File: src/rtl/par_pkg.sv
package par_pkg;

    localparam int WORD_W = 32;
    localparam int PROD_W = 2 * WORD_W;
    localparam int CNT_W  = $clog2(PROD_W);

    localparam logic [CNT_W-1:0] DIV_LAST = CNT_W'(PROD_W - 1);

    typedef enum logic [3:0] {
        S_IDLE,
        S_MUL_NUM,
        S_MUL_DEN,
        S_TEST,
        S_GCD,
        S_DIVN_GO,
        S_DIVN,
        S_DIVD_GO,
        S_DIVD,
        S_CHECK,
        S_RESTART,
        S_DONE
    } t_state;

    // Commands from the controller to the datapath.
    typedef struct packed {
        logic load;
        logic mul_num;
        logic mul_den;
        logic gcd_init;
        logic gcd_step;
        logic gcd_fin;
        logic div_start;
        logic div_wr;
        logic div_den;
        logic shift;
    } t_cmd;

    // Status from the datapath to the controller.
    typedef struct packed {
        logic prod_zero;
        logic gcd_done;
        logic div_done;
        logic fits;
    } t_sts;

endpackage

File: src/rtl/par_div.sv
module par_div
    import par_pkg::*;
(
    input  logic              i_clk,
    input  logic              i_rst_n,
    input  logic              i_start,
    input  logic [PROD_W-1:0] i_dividend,
    input  logic [PROD_W-1:0] i_divisor,
    output logic [PROD_W-1:0] o_quot,
    output logic              o_done
);

    logic              r_busy;
    logic              r_done;
    logic [CNT_W-1:0]  r_cnt;
    logic [PROD_W-1:0] r_rem;
    logic [PROD_W-1:0] r_quo;

    logic [PROD_W:0]   w_trial;
    logic [PROD_W:0]   w_diff;
    logic              w_ge;

    // One restoring step per cycle: shift in the next dividend bit and
    // subtract the divisor when it fits.
    always_comb begin
        w_trial = {r_rem, r_quo[PROD_W-1]};
        w_diff  = w_trial - {1'b0, i_divisor};
        w_ge    = (w_trial >= {1'b0, i_divisor});
    end

    always_ff @(posedge i_clk) begin
        if (!i_rst_n) begin
            r_busy <= 1'b0;
            r_done <= 1'b0;
            r_cnt  <= '0;
        end else begin
            r_done <= 1'b0;
            if (i_start) begin
                r_busy <= 1'b1;
                r_cnt  <= '0;
            end else if (r_busy) begin
                r_cnt <= r_cnt + 1'b1;
                if (r_cnt == DIV_LAST) begin
                    r_busy <= 1'b0;
                    r_done <= 1'b1;
                end
            end
        end
    end

    always_ff @(posedge i_clk) begin
        if (i_start) begin
            r_rem <= '0;
            r_quo <= i_dividend;
        end else if (r_busy) begin
            r_rem <= w_ge ? w_diff[PROD_W-1:0] : w_trial[PROD_W-1:0];
            r_quo <= {r_quo[PROD_W-2:0], w_ge};
        end
    end

    assign o_quot = r_quo;
    assign o_done = r_done;

endmodule

File: src/rtl/par_dp.sv
module par_dp
    import par_pkg::*;
(
    input  logic              i_clk,
    input  logic              i_rst_n,
    input  t_cmd              i_cmd,
    input  logic [WORD_W-1:0] i_frame_w,
    input  logic [WORD_W-1:0] i_frame_h,
    input  logic [WORD_W-1:0] i_disp_w,
    input  logic [WORD_W-1:0] i_disp_h,
    output t_sts              o_sts,
    output logic [WORD_W-1:0] o_par_w,
    output logic [WORD_W-1:0] o_par_h
);

    logic [WORD_W-1:0] r_fw, r_fh, r_dw, r_dh;
    logic [PROD_W-1:0] r_num, r_den;
    logic [PROD_W-1:0] r_gx, r_gy, r_g;
    logic [CNT_W-1:0]  r_gk;

    logic [WORD_W-1:0] w_op_a, w_op_b;
    logic [PROD_W-1:0] w_prod;
    logic [PROD_W-1:0] w_dividend;
    logic [PROD_W-1:0] w_quot;
    logic              w_div_done;
    logic [PROD_W-1:0] w_gcd_odd;

    // One shared multiplier, used for the numerator and then the denominator.
    always_comb begin
        w_op_a = i_cmd.mul_den ? r_dh : r_dw;
        w_op_b = i_cmd.mul_den ? r_fw : r_fh;
        w_prod = PROD_W'(w_op_a) * PROD_W'(w_op_b);
    end

    assign w_dividend = i_cmd.div_den ? r_den : r_num;
    assign w_gcd_odd  = (r_gx == '0) ? r_gy : r_gx;

    par_div u_div (
        .i_clk      (i_clk),
        .i_rst_n    (i_rst_n),
        .i_start    (i_cmd.div_start),
        .i_dividend (w_dividend),
        .i_divisor  (r_g),
        .o_quot     (w_quot),
        .o_done     (w_div_done)
    );

    always_ff @(posedge i_clk) begin
        if (i_cmd.load) begin
            r_fw <= i_frame_w;
            r_fh <= i_frame_h;
            r_dw <= i_disp_w;
            r_dh <= i_disp_h;
        end

        if (i_cmd.mul_num) begin
            r_num <= w_prod;
        end else if (i_cmd.div_wr && !i_cmd.div_den) begin
            r_num <= w_quot;
        end else if (i_cmd.shift) begin
            r_num <= r_num >> 1;
        end

        if (i_cmd.mul_den) begin
            r_den <= w_prod;
        end else if (i_cmd.div_wr && i_cmd.div_den) begin
            r_den <= w_quot;
        end else if (i_cmd.shift) begin
            r_den <= r_den >> 1;
        end

        // Binary GCD: strip common factors of two, then subtract odd terms.
        if (i_cmd.gcd_init) begin
            r_gx <= r_num;
            r_gy <= r_den;
            r_gk <= '0;
        end else if (i_cmd.gcd_step) begin
            priority if (!r_gx[0] && !r_gy[0]) begin
                r_gx <= r_gx >> 1;
                r_gy <= r_gy >> 1;
                r_gk <= r_gk + 1'b1;
            end else if (!r_gx[0]) begin
                r_gx <= r_gx >> 1;
            end else if (!r_gy[0]) begin
                r_gy <= r_gy >> 1;
            end else if (r_gx >= r_gy) begin
                r_gx <= r_gx - r_gy;
            end else begin
                r_gy <= r_gy - r_gx;
            end
        end

        if (i_cmd.gcd_fin) begin
            r_g <= w_gcd_odd << r_gk;
        end
    end

    always_comb begin
        o_sts.prod_zero = (r_num == '0) || (r_den == '0);
        o_sts.gcd_done  = (r_gx == '0) || (r_gy == '0);
        o_sts.div_done  = w_div_done;
        o_sts.fits      = (r_num[PROD_W-1:WORD_W] == '0) && (r_den[PROD_W-1:WORD_W] == '0);
    end

    assign o_par_w = r_num[WORD_W-1:0];
    assign o_par_h = r_den[WORD_W-1:0];

endmodule

File: src/rtl/par_ctrl.sv
module par_ctrl
    import par_pkg::*;
(
    input  logic i_clk,
    input  logic i_rst_n,
    input  logic i_start,
    input  t_sts i_sts,
    output t_cmd o_cmd,
    output logic o_busy,
    output logic o_valid
);

    t_state r_state;
    t_state n_state;

    always_ff @(posedge i_clk) begin
        if (!i_rst_n) begin
            r_state <= S_IDLE;
        end else begin
            r_state <= n_state;
        end
    end

    always_comb begin
        n_state = r_state;
        o_cmd   = '0;
        o_busy  = (r_state != S_IDLE);
        o_valid = (r_state == S_DONE);
        unique case (r_state)
            S_IDLE: begin
                if (i_start) begin
                    o_cmd.load = 1'b1;
                    n_state    = S_MUL_NUM;
                end
            end
            S_MUL_NUM: begin
                o_cmd.mul_num = 1'b1;
                n_state       = S_MUL_DEN;
            end
            S_MUL_DEN: begin
                o_cmd.mul_den = 1'b1;
                n_state       = S_TEST;
            end
            S_TEST: begin
                if (i_sts.prod_zero) begin
                    n_state = S_DONE;
                end else begin
                    o_cmd.gcd_init = 1'b1;
                    n_state        = S_GCD;
                end
            end
            S_GCD: begin
                if (i_sts.gcd_done) begin
                    o_cmd.gcd_fin = 1'b1;
                    n_state       = S_DIVN_GO;
                end else begin
                    o_cmd.gcd_step = 1'b1;
                end
            end
            S_DIVN_GO: begin
                o_cmd.div_start = 1'b1;
                n_state         = S_DIVN;
            end
            S_DIVN: begin
                if (i_sts.div_done) begin
                    o_cmd.div_wr = 1'b1;
                    n_state      = S_DIVD_GO;
                end
            end
            S_DIVD_GO: begin
                o_cmd.div_start = 1'b1;
                o_cmd.div_den   = 1'b1;
                n_state         = S_DIVD;
            end
            S_DIVD: begin
                o_cmd.div_den = 1'b1;
                if (i_sts.div_done) begin
                    o_cmd.div_wr = 1'b1;
                    n_state      = S_CHECK;
                end
            end
            S_CHECK: begin
                if (i_sts.fits) begin
                    n_state = S_DONE;
                end else begin
                    o_cmd.shift = 1'b1;
                    n_state     = S_RESTART;
                end
            end
            S_RESTART: begin
                o_cmd.gcd_init = 1'b1;
                n_state        = S_GCD;
            end
            S_DONE: begin
                n_state = S_IDLE;
            end
            default: begin
                n_state = S_IDLE;
            end
        endcase
    end

endmodule

File: src/rtl/pixel_aspect_ratio_reducer.sv
// Pixel aspect ratio reducer.
// A transaction is taken at a rising edge where start is high and busy is low;
// the four 32-bit sizes are sampled then and may change afterwards.
// The block forms disp_w*frame_h and disp_h*frame_w on one shared multiplier,
// then reduces the pair by its GCD (a zero product skips this), shifting both
// terms right and reducing again while either term needs more than 32 bits.
// The result appears on o_par_w/o_par_h for exactly one cycle with o_valid
// high; the receiver has no way to hold it off and must take it then.
// The two 64-bit divisions by the GCD share one bit-serial divider of 64
// steps each. One transaction is in flight at a time: busy stays high from
// the accepting edge through the strobe cycle.
// Reset returns the controller to idle and drops any transaction in progress.
module pixel_aspect_ratio_reducer
    import par_pkg::*;
(
    input  logic              i_clk,
    input  logic              i_rst_n,
    input  logic              start,
    output logic              busy,
    input  logic [WORD_W-1:0] i_frame_w,
    input  logic [WORD_W-1:0] i_frame_h,
    input  logic [WORD_W-1:0] i_disp_w,
    input  logic [WORD_W-1:0] i_disp_h,
    output logic              o_valid,
    output logic [WORD_W-1:0] o_par_w,
    output logic [WORD_W-1:0] o_par_h
);

    t_cmd w_cmd;
    t_sts w_sts;

    // The controller sequences multiply, GCD, divide and range check passes.
    par_ctrl u_ctrl (
        .i_clk   (i_clk),
        .i_rst_n (i_rst_n),
        .i_start (start),
        .i_sts   (w_sts),
        .o_cmd   (w_cmd),
        .o_busy  (busy),
        .o_valid (o_valid)
    );

    // The datapath holds the operands, the GCD registers and the divider.
    par_dp u_dp (
        .i_clk     (i_clk),
        .i_rst_n   (i_rst_n),
        .i_cmd     (w_cmd),
        .i_frame_w (i_frame_w),
        .i_frame_h (i_frame_h),
        .i_disp_w  (i_disp_w),
        .i_disp_h  (i_disp_h),
        .o_sts     (w_sts),
        .o_par_w   (o_par_w),
        .o_par_h   (o_par_h)
    );

endmodule

File: config.mk
export PLATFORM = sky130hd
export DESIGN_NAME = pixel_aspect_ratio_reducer
export DESIGN_NICKNAME = d
export VERILOG_FILES = /design/src/rtl/par_pkg.sv /design/src/rtl/par_div.sv /design/src/rtl/par_dp.sv /design/src/rtl/par_ctrl.sv /design/src/rtl/pixel_aspect_ratio_reducer.sv
export SDC_FILE = /design/constraint.sdc
export NUM_CORES = 2
export LEC_CHECK = 0
export BUFFER_PORTS_ARGS = -buffer_cell sky130_fd_sc_hd__buf_2
export CORE_UTILIZATION = 45
export CTS_CLUSTER_DIAMETER = 50
export CTS_CLUSTER_SIZE = 24
export DETAILED_ROUTE_END_ITERATION = 8
export GPL_TIMING_DRIVEN = 1
export SLEW_MARGIN = 10
export SYNTH_ARGS = -nofsm -noshare
export SYNTH_HDL_FRONTEND = slang
export SYNTH_SLANG_ARGS = --single-unit
File: constraint.sdc
create_clock -name i_clk -period 26.1 [get_ports i_clk]
set_clock_uncertainty 0.05 [all_clocks]
set_input_delay 1.305 -clock i_clk [delete_from_list [all_inputs] [get_ports i_clk]]
set_output_delay 1.305 -clock i_clk [all_outputs]
set_load 0.01 [all_outputs]
## Yosys cells after proc, flatten, opt, wreduce, memory -nomap -nowiden

Index checks and enable logic that the tools add are counted.
Widths: inputs -> output; s select.

- Add/subtract/negate cells: 5
- $mul: 1
- Divide/modulo/power cells: 0
- Magnitude comparators: 2
- Equality and inequality tests: 19
- Shift-type cells: 1
- Muxes and demuxes: 51
- Bitwise operators: 2
- Reductions and logical operators: 32

Operators by type and width:

| kind | count |
|---|---|
| $mux 64 | 23 |
| $logic_not 64->1 | 4 |
| $sub 64x64->64 | 3 |
| $ge 65x64->1 | 1 |
| $ge 64x64->1 | 1 |
| $logic_not 32->1 | 2 |
| $mul 32x32->64 | 1 |
| $mux 32 | 2 |
| $shl 64x6->64 | 1 |
| $pmux 4 s11 | 1 |
| $mux 4 | 5 |
| $mux 1 | 18 |
| $eq 4x3->1 const B | 4 |
| $eq 4x4->1 const B | 4 |
| $add 6x1->6 const B | 2 |
| $ne 4x4->1 const B | 3 |
| $reduce_bool 3->1 | 3 |
| $eq 4x2->1 const B | 2 |
| $reduce_or 2->1 | 4 |
| $eq 6x6->1 const B | 1 |
| $ne 2x1->1 const B | 3 |
| $reduce_and 3->1 | 2 |
| $eq 4x1->1 const B | 1 |
| $logic_and 1x1->1 | 4 |
| 12 further kinds | 18 |

- Register bits after elaboration: 594
- Latch bits: 0
- Memory bits (writable): 0
- Memory bits (read-only): 0
- Output and inout port bits: 66
- Memories kept: 0

## Depth between registers and ports, before layout

- Word-level depth: 7
- Depth in mapped cells: 35

## Cells and area by module

From an unflattened synthesis, not the netlist that was laid out.

- Cell total of the unflattened synthesis: 8381
- Area total of the unflattened synthesis: 75820.2 sq um

Modules (own cells, without submodules):

| module | instances | cells an instance | area an instance (sq um) | seq. area each (sq um) |
|---|---|---|---|---|
| par_dp | 1 | 7166 | 65412.7 | 13573.0 |
| par_div | 1 | 1159 | 9972.1 | 3363.2 |
| par_ctrl | 1 | 56 | 435.4 | 80.1 |

## Worst setup path before layout

OpenSTA, ideal clock, no wires.

- Kind: reg2reg
- Start: register u_ctrl.r_state[2]
- End: register u_dp.r_den[63] (data pin)
- Data arrival time: 8803 ps
- Setup slack: 16971 ps
- Cell stages (with the launch flop): 32
- Path buffers: 3
- Clock period less this slack: 9129 ps
- Cell sequence: dfxtp_1 nand2b_1 nor3_1 clkbuf_1 buf_1 mux2i_1 clkbuf_1 nor2_1 fa_1 fa_1 fa_1 inv_1 fa_1 inv_1 fa_1 inv_1 fa_1 inv_1 fa_1 fa_1 ha_1 and3_1 o211ai_1 nor2b_1 a211o_1 a21o_1 o31a_1 o21ai_0 a21boi_0 o21ai_0 xnor2_1 o2bb2ai_1

- Cells in the longest elaborated chain, start to end: 6

RTL lines:

| what | RTL line | text |
|---|---|---|
| start: declaration | par_ctrl.sv:13 | `t_state r_state;` |
| start signal: assignment | par_ctrl.sv:20 | `r_state <= n_state;` |
| branches (longest 5 deep; another with $mul 32x32->64) | n/a |  |
| $mux 64 (*) | par_dp.sv:64 | `if (i_cmd.mul_den) begin` |
| end signal: assignment | par_dp.sv:65 | `r_den <= w_prod;` |
| end signal: assignment | par_dp.sv:67 | `r_den <= w_quot;` |
| end signal: assignment | par_dp.sv:69 | `r_den <= r_den >> 1;` |
| end: declaration | par_dp.sv:17 | `logic [PROD_W-1:0] r_num, r_den;` |

Every way passes the cells marked *.
A chain may end at the register's enable or synchronous reset.

## Final worst setup path

- Start: register u_ctrl.r_state[2]
- End: register u_dp.r_num[38] (data pin)

- Cells in the longest elaborated chain, start to end: 7

RTL lines:

| what | RTL line | text |
|---|---|---|
| branches (longest 6 deep; another with $mul 32x32->64) | n/a |  |
| $mux 64 (*) | par_dp.sv:56 | `if (i_cmd.mul_num) begin` |
| end signal: assignment | par_dp.sv:57 | `r_num <= w_prod;` |
| end signal: assignment | par_dp.sv:59 | `r_num <= w_quot;` |
| end signal: assignment | par_dp.sv:61 | `r_num <= r_num >> 1;` |
| end: declaration | par_dp.sv:17 |  |

Marked as above.

==> results.cfg <==
[final_layout]
regArea_um2 = 17000
layout.cells.non_filler = 10651
final_nets = 9873
multi_input_area_um2 = 52000
syn_to_final_growth_pct = 8.18
fillers = 15656
final_core_util = 0.491
final_cell_area_um2 = 81300
final_cell_mix = 1100 x inv_1, 1099 x nand2_1, 932 x nor2_1
drive_gt1_frac = 0.0854
final_common_cell = inv_1

[die]
chipHeight_um = 411
coreArea_um2 = 165000
dieWidth_um = 411
die_area_um2 = 169000
initial_core_util = 0.454
top_level_ports = 197
placementRows = 149

[sta]
hold_violations = 0
slew_headroom = 0.0433
slew_viol_final = 0
timing.fmax_mhz = 88.1
fin_crit_sh = 0.435
min_period_ps = 11350
rsz0062_at_grt = no
tightestPinTransition_ps = 1420
setup_tns_ps = 0
setup_violations = 0

[worst_setup_path]
crit_start = u_ctrl.r_state[2]
reg2reg_from = u_ctrl.r_state[2]
slowest_delay_ps = 700
cp_slowest_cell = buf_4
start_kind = register
crit_family = adder cells
worstSetupPathType = reg2reg
critPathRequiredTime_ps = 26520
endpoint_kind = register
critPathBufInv = 8
crit_fanout = 49
cp.arrival_ps = 11770
path_common_cell = fa_1

[synth]
async_flop_share = 0
yosysWarnings = 0
synth.distinct_cells = 80
avgSynthCellArea_um2 = 8.83
synth_edf_count = 512
synthTopCellsByArea = fa_1 24%, edfxtp_1 20%, ha_1 7.6%, mux2i_1 5.6%, nand2_1 5.5%
syn_area_um2 = 75100
syn_inst = 8503
ys_seq_elements = 594
yosysTopAreaCellShare = 0.240
syn-num-nets = 9990
synth-main-ff-cell = edfxtp_1
yosysSeqAreaShare = 0.227
synth.largest_area_cell = fa_1

[route]
vias = 63829
detail-route-antenna-nets = 0
viasPerCell = 5.99
routed_wl_um = 288000
first_pass_iters = 9
wl_per_cell_um = 27.0
drt_iter0_drc = 7221
drc = 22

[global_routing]
grt_pass1_wl_um = 423000
grt.total_usage = 0.339
grt_antenna_before_repair = 15
grt_pass1_vias = 63522
grt_max_degree = 102
grt-ovfl-total = 0

[cts]
postCtsResizedCells = 0
cts_tree = done
clk_latency_ps = 770
cts_root_buf = clkbuf_16
clk_pin_slew_ps = 70
numCtsBuffers = 85
cts_setup_buffers = 0
clockBufferDepth = 3
cts_sinks = 594
cts_hold_buf = 0
htreeDepth = 3

[worst_hold_path]
hold_start = u_dp.u_div.r_rem[24]
worstHoldPathType = reg2reg

[flow_run]
max-cap-violations = 0

[placement]
placed_area_um2 = 78000
dp_hpwl_um = 223000
dp_cells = 10487
io_buffers = 196
gp_congestion = 1.03

[outcome]
outcome = finished, violations left
violations = design-rule violations
[worst register-to-register path, delay by kind of cell, from the launching register on]
| family | cells | cell delay, ps |
|---|---|---|
| compound gates | 9 | 1970 |
| mux | 1 | 610 |
| fa+ha+maj | 9 | 4240 |
| buf+inv | 8 | 2230 |
| flops | 1 | 670 |
| simple gates | 3 | 850 |
| xor+xnor | 1 | 460 |
[logic make-up (layout without fill, tap and decap cells)]
logic type / after synthesis / in the layout / share of synthesized area
buf+inv: 1658 / 1614 / 0.0870
compound gates: 1581 / 1581 / 0.128
mux: 526 / 526 / 0.0724
xor+xnor: 247 / 247 / 0.0288
other cells: 0 / 3 / 0
flops: 594 / 594 / 0.227
fa+ha+maj: 1356 / 1356 / 0.316
simple gates: 2541 / 2541 / 0.142
[final cells by class]
type / instances / share of cell area
Multi-Input combinational cell: 6251 / 0.640
Sequential cell: 594 / 0.209
Inverter: 1105 / 0.0511
Tap cell: 2189 / 0.0337
Clock buffer: 92 / 0.0277
Timing Repair Buffer: 349 / 0.0264
Clock inverter: 68 / 0.0121
Antenna cell: 3 / 0.0000924
[flip-flops by register name, indices dropped and copies added (netlist names), 6 cells and up]
name,cells
u_dp.u_div.r_rem,64
u_dp.r_gy,64
u_dp.u_div.r_cnt,6
u_dp.r_den,64
u_dp.r_fw,32
u_dp.r_fh,32
u_dp.r_gx,64
u_dp.r_gk,6
u_dp.r_num,64
u_dp.r_dw,32
u_dp.u_div.o_quot,64
u_dp.r_dh,32
u_dp.r_g,64
[worst paths after layout]
check	to	depth (start not counted)	slack, ps
max	u_dp.r_num[38]	31	14750
min	u_dp.u_div.r_rem[24]	2	420
max reg2reg	u_dp.r_num[38]	31	14750
min reg2reg	u_dp.u_div.r_rem[24]	2	420
[stage by stage]
stage	worst slack, ps	hold WS [ps]
floorplan	16970	393
global placement	14900	410
detailed placement	14810	411
CTS	14820	418
global route	14370	447
finish	14750	419
[cells in the mapped netlist, types with 100 or more instances]
library cell,count
nor2_1,935
ha_1,457
clkbuf_1,403
mux2i_1,422
nand2_1,1107
o21ai_0,476
xnor2_1,157
edfxtp_1,512
mux2_2,100
inv_1,1103
a21o_1,176
a21oi_1,513
fa_1,899
[layer usage]
layer / part of all wire / wire length [µm] / vias up / track usage
met3: 0.10 / 29200 / 788 / 0.0801
met1: 0.40 / 116000 / 31616 / 0.449
met2: 0.43 / 124000 / 3474 / 0.509
li1: - / - / 27935 / -
met4: 0.067 / 19200 / 16 / 0.190
met5: 0.00038 / 110 / - / 0
Power is not shown: default switching activity piles up to over one toggle a cycle in this logic, so the estimate is an artifact.
